$ cat src/sv/rrb_pkg.sv
`timescale 1ns / 1ps
// Shared types and constants of the reply reorder buffer.
package rrb_pkg;

    localparam int ID_W     = 64;
    localparam int HANDLE_W = 32;

    typedef enum logic [1:0] {
        ST_REPLY  = 2'd0,
        ST_STALE  = 2'd1,
        ST_BEYOND = 2'd2
    } status_t;

    typedef enum logic [1:0] {
        S_IDLE,
        S_DRAIN,
        S_HOLD
    } state_t;

    // Controls broadcast to every cell of the slot chain
    typedef struct packed {
        logic clear;
        logic shift;
    } chain_ctrl_t;

    typedef struct packed {
        logic [ID_W-1:0]     id;
        logic [HANDLE_W-1:0] handle;
        status_t             status;
        logic                last;
    } rsp_t;

endpackage

$ cat src/sv/rrb_cell.sv
`timescale 1ns / 1ps
// One slot of the reorder chain: a valid bit and a stored handle.
module rrb_cell
    import rrb_pkg::*;
#(
    parameter int HW = 32
) (
    input  logic          clk,
    input  logic          rst_n,
    input  chain_ctrl_t   ctrl,
    input  logic          wr_en,
    input  logic [HW-1:0] wr_handle,
    input  logic          nb_valid,
    input  logic [HW-1:0] nb_handle,
    output logic          valid,
    output logic [HW-1:0] handle
);

    logic          valid_reg;
    logic          valid_next;
    logic [HW-1:0] handle_reg;
    logic [HW-1:0] handle_next;

    always_comb
    begin
        valid_next  = valid_reg;
        handle_next = handle_reg;
        priority if (ctrl.clear)
        begin
            valid_next = 1'b0;
        end
        else if (ctrl.shift)
        begin
            // take the neighbour's slot, one id further on
            valid_next  = nb_valid;
            handle_next = nb_handle;
        end
        else if (wr_en)
        begin
            valid_next  = 1'b1;
            handle_next = wr_handle;
        end
    end

    always_ff @(posedge clk or negedge rst_n)
    begin
        if (!rst_n)
        begin
            valid_reg <= 1'b0;
        end
        else
        begin
            valid_reg <= valid_next;
        end
    end

    always_ff @(posedge clk)
    begin
        handle_reg <= handle_next;
    end

    assign valid  = valid_reg;
    assign handle = handle_reg;

endmodule

$ cat src/sv/rrb_chain.sv
`timescale 1ns / 1ps
// Row of slot cells; cell k holds the reply for expected id plus k.
module rrb_chain
    import rrb_pkg::*;
#(
    parameter int WINDOW = 32,
    parameter int HW     = 32,
    parameter int OFFW   = 5
) (
    input  logic            clk,
    input  logic            rst_n,
    input  chain_ctrl_t     ctrl,
    input  logic            wr_en,
    input  logic [OFFW-1:0] wr_offset,
    input  logic [HW-1:0]   wr_handle,
    output logic            head_valid,
    output logic [HW-1:0]   head_handle,
    output logic            second_valid
);

    logic          valid_w  [WINDOW+1];
    logic [HW-1:0] handle_w [WINDOW+1];

    // past the far end of the window nothing is stored
    assign valid_w[WINDOW]  = 1'b0;
    assign handle_w[WINDOW] = '0;

    for (genvar k = 0; k < WINDOW; k++)
    begin : g_cell
        logic sel;

        assign sel = wr_en && (wr_offset == OFFW'(k));

        rrb_cell #(
            .HW (HW)
        ) u_cell (
            .clk       (clk),
            .rst_n     (rst_n),
            .ctrl      (ctrl),
            .wr_en     (sel),
            .wr_handle (wr_handle),
            .nb_valid  (valid_w[k+1]),
            .nb_handle (handle_w[k+1]),
            .valid     (valid_w[k]),
            .handle    (handle_w[k])
        );
    end

    assign head_valid   = valid_w[0];
    assign head_handle  = handle_w[0];
    assign second_valid = valid_w[1];

endmodule

$ cat config.mk
export PLATFORM = sky130hd
export DESIGN_NAME = rrb_chain
export DESIGN_NICKNAME = d
export VERILOG_FILES = /design/src/sv/rrb_pkg.sv /design/src/sv/rrb_cell.sv /design/src/sv/rrb_chain.sv
export SDC_FILE = /design/constraint.sdc
export NUM_CORES = 2
export LEC_CHECK = 0
export BUFFER_PORTS_ARGS = -buffer_cell sky130_fd_sc_hd__clkbuf_2
export CAP_MARGIN = 0
export CORE_UTILIZATION = 35
export CTS_CLUSTER_DIAMETER = 60
export CTS_CLUSTER_SIZE = 10
export DETAILED_ROUTE_END_ITERATION = 16
export GPL_ROUTABILITY_DRIVEN = 0
export PLACE_DENSITY = 0.55
export REMOVE_ABC_BUFFERS = 1
export SYNTH_ARGS = -nofsm -noshare
export SYNTH_HDL_FRONTEND = slang
export SYNTH_SLANG_ARGS = --single-unit
$ cat constraint.sdc
create_clock -name clk -period 1.2 [get_ports clk]
set_input_delay 0.12 -clock clk [delete_from_list [all_inputs] [get_ports clk]]
set_output_delay 0.12 -clock clk [all_outputs]
set_load 0.01 [all_outputs]
==> results by group <==
Status
  • Status: complete, but fails checks
  • Violated checks: setup timing

Worst setup path
  • Critical Path, Cell by Cell: clkbuf_2
  • R2r setup slk: 310 ps
  • Setup crit end: head_handle[25]
  • Crit-path max cell delay: 500 ps
  • Crit Path Max Fanout: 1
  • CP Launch Type: flop
  • Buf/Inv on CP: 1
  • Critical path arrival: 1350 ps
  • R2r worst-path depth: 3
  • Crit. Startpoint: g_cell[0].u_cell.handle[25]
  • RR Startpoint: g_cell[1].u_cell.valid
  • Critical path endpoint category: output pin
  • Kind of critical path: flop to output pin
  • Worst EP required: 1080 ps
  • Delay-heaviest family, CP: flip-flops
  • Slowest CP cell: edfxtp_1
  • Reg2reg end: g_cell[0].u_cell.valid
  • Critical path depth: 1

Synth
  • Seq/Total Area, Yosys: 76.4%
  • Post-synthesis average cell area: 12.0 sq um
  • Synth cell types: 24
  • Mapped cell area: 0.0413 sq mm
  • Area leader, netlist: edfxtp_1
  • Yosys reg bits: 1,056
  • Number of synthesized flops with an enable pin: 1,024
  • Yosys warns: 0
  • Post-Syn Instances: 3,449
  • Async set-reset flop share out of synthesis: 3.03%
  • Most area-consuming cells after synthesis: edfxtp_1 (74%), nand2_1 (18%), dfrtp_1 (1.9%)
  • Most common cell in the netlist: nand2_1
  • Yosys top cell area share: 74.5%
  • Synth cell count leaders: nand2_1 (1,984), edfxtp_1 (1,024), clkbuf_1 (97), buf_2 (92), buf_4 (41)
  • Post-synth top flop: edfxtp_1

Clocking
  • CTS max path bufs: 3
  • CTS Buf Count: 116
  • Clock transition at the registers of the reported paths: 60 ps
  • Clk root buf: clkbuf_16
  • # clock sinks: 1,056
  • H-tree Lvls: 3
  • TritonCTS clock tree: yes
  • Worst skew pair latency: 670 ps

Floorplan
  • Io pins: 76
  • Die Height: 345 microns
  • Number of cell rows: 125
  • Placeable Area: 0.117 sq mm
  • Die width: 345 microns
  • Initial Util: 35.4%
  • Die area: 0.119 sq mm

Timing
  • Tmin final: 1470 ps
  • Final Cycle Share: 123%
  • Headroom to the max-slew limit: 64.3%
  • Final setup viols: 34
  • Fmax: 680 MHz
  • Fin worst setup slack: -270 ps
  • Hold Slack: 32.7 ps
  • Slew @ Worst Pin: 535 ps
  • Final count of hold timing violations: 0
  • RSZ-0062 raised after global routing: true
  • Slew Viols, Final: 0
  • Worst Skew: 15.6 ps

Final layout
  • Largest register FFs: 1,024
  • Final Cell Area: 0.0490 sq mm
  • Diodes inserted: 0
  • FILL cells: 10,428
  • Share of post-route cells with drive strength above 1: 11.8%
  • Nets: 3,687
  • Area grow syn2layout: 18.7%

Placement
  • Placed wire-length estimate: 46,600 microns
  • Placed cell areas: 0.0455 sq mm
  • IO Port Bufs: 75

Detailed routing
  • WL per Instance: 13.6 microns
  • # DRC: 0
  • Total wire length: 70,800 microns
  • Detail Route Antenna Nets: 0
  • Iteration count of the initial detailed-routing pass: 5
  • Avg Vias per Cell: 4.51
  • Vias: 23,447
  • Initial drt markers: 1,371

Pwr
  • Switching pwr: 17.0 mW
  • Logic pwr share: 6.6%
  • VDD IR max: 0.00117 V
  • Lkg Pwr: 20.8 nW
  • Reg power frac: 54.7%
  • Power Dens Cells: 1610 mW/mm^2
  • Int Pwr: 62.2 mW
  • Clock power share: 38.7%
  • Sw Share: 21.4%

Run
  • Max-capacitance violation count: 0

Global route
  • Largest net degree at the start of global routing: 57
  • Total grt overflow: 0
  • Gr usage total: 12.1%
  • Vias in the first global route: 22,804
  • First-pass GRT wire length: 119,000 microns
  • Initial antenna violation count: 0

Hold path
  • Worst min-delay path class: primary input to flop
## layer usage
metal,vias up,part of all wire (%),global-route usage (%)
met5,-,0,0
li1,11767,-,-
met2,274,48,20.1
met3,105,3.2,2.09
met4,0,2.0,3.53
met1,11301,47,16.1
## stage by stage
step | utilization, % | std cells | setup TNS (ps) | setup WS (ps) | power, mW
floorplan | - | 3217 | -2100240 | -2170 | 46.6
global placement | 39.1 | 5015 | -441810 | -526 | 49.1
detailed placement | 39.1 | 5015 | -452060 | -491 | 49.3
CTS | 42.1 | 5201 | -5710 | -343 | 80.2
global route | 42.1 | 5201 | -5730 | -325 | 82.3
finish | 42.1 | 5201 | -3640 | -270 | 79.1
## final cells by class
class / instances / area (sq um) / share of cell area, %
Sequential cell: 1056 / 31600 / 64.3
Multi-Input combinational cell: 2129 / 8840 / 18.0
Timing Repair Buffer: 310 / 3490 / 7.11
Clock buffer: 141 / 3010 / 6.13
Tap cell: 1524 / 1910 / 3.89
Inverter: 32 / 120 / 0.245
Clock inverter: 9 / 119 / 0.242
## power by group through the flow
stage | Clock, mW | Sequential, mW | Combinational, mW
2_1_floorplan | 0 | 44.1 | 2.51
3_3_place_gp | 0 | 44.0 | 5.10
3_5_place_dp | 0 | 44.1 | 5.25
4_1_cts | 31.5 | 43.3 | 5.37
5_1_grt | 32.9 | 43.5 | 5.98
6_report | 30.6 | 43.3 | 5.22
## kinds of logic after synthesis
logic type	count (synthesis)	share of synthesized area, %
compound gates	64	0.879
buf+inv	264	3.07
flops	1056	76.4
mux	31	0.751
simple gates	2034	18.9
## worst min-delay path by stage
stage / start / to / slack, ps / depth (start not counted)
after floorplan: rst_n / g_cell[0].u_cell.valid / -180 / 0
after global placement: rst_n / g_cell[0].u_cell.valid / 170 / 2
after detailed placement: rst_n / g_cell[0].u_cell.valid / 180 / 2
after CTS: ctrl[0] / g_cell[0].u_cell.handle[8] / 2 / 4
after global routing: ctrl[0] / g_cell[0].u_cell.handle[8] / 30 / 4
final: ctrl[0] / g_cell[0].u_cell.handle[8] / 30 / 4
## cells in the final DEF, fill, tap and decap left out, drive strengths merged
| cell type | Yosys | final |
|---|---|---|
| o2bb2ai | 1 | 1 |
| nand2b | 33 | 33 |
| nand3b | 1 | 1 |
| or3 | 1 | 1 |
| nand4 | 1 | 1 |
| buf | 135 | 205 |
| or4b | 3 | 3 |
| or3b | 2 | 2 |
| o22ai | 31 | 31 |
| mux2i | 31 | 31 |
| clkinv | 0 | 4 |
| nand4bb | 4 | 4 |
| or4 | 1 | 1 |
| o21ai | 32 | 32 |
| nand2 | 1984 | 1984 |
| nand4b | 3 | 3 |
| dlygate4sd3 | 0 | 35 |
| nor2 | 1 | 1 |
| dfrtp | 32 | 32 |
| clkbuf | 97 | 211 |
| inv | 32 | 37 |
| edfxtp | 1024 | 1024 |
## timing repair
| action | CTS | global route |
|---|---|---|
| setup buffers | 1 | 0 |
| endpoints found under the setup margin | 34 | 34 |
| endpoints found under the hold margin | 1035 | 0 |
| gates resized for setup | 0 | 6 |
| hold buffers | 35 | 0 |
| pin swaps | 0 | 0 |
No activity file was read; power rests on OpenSTA's default activity.
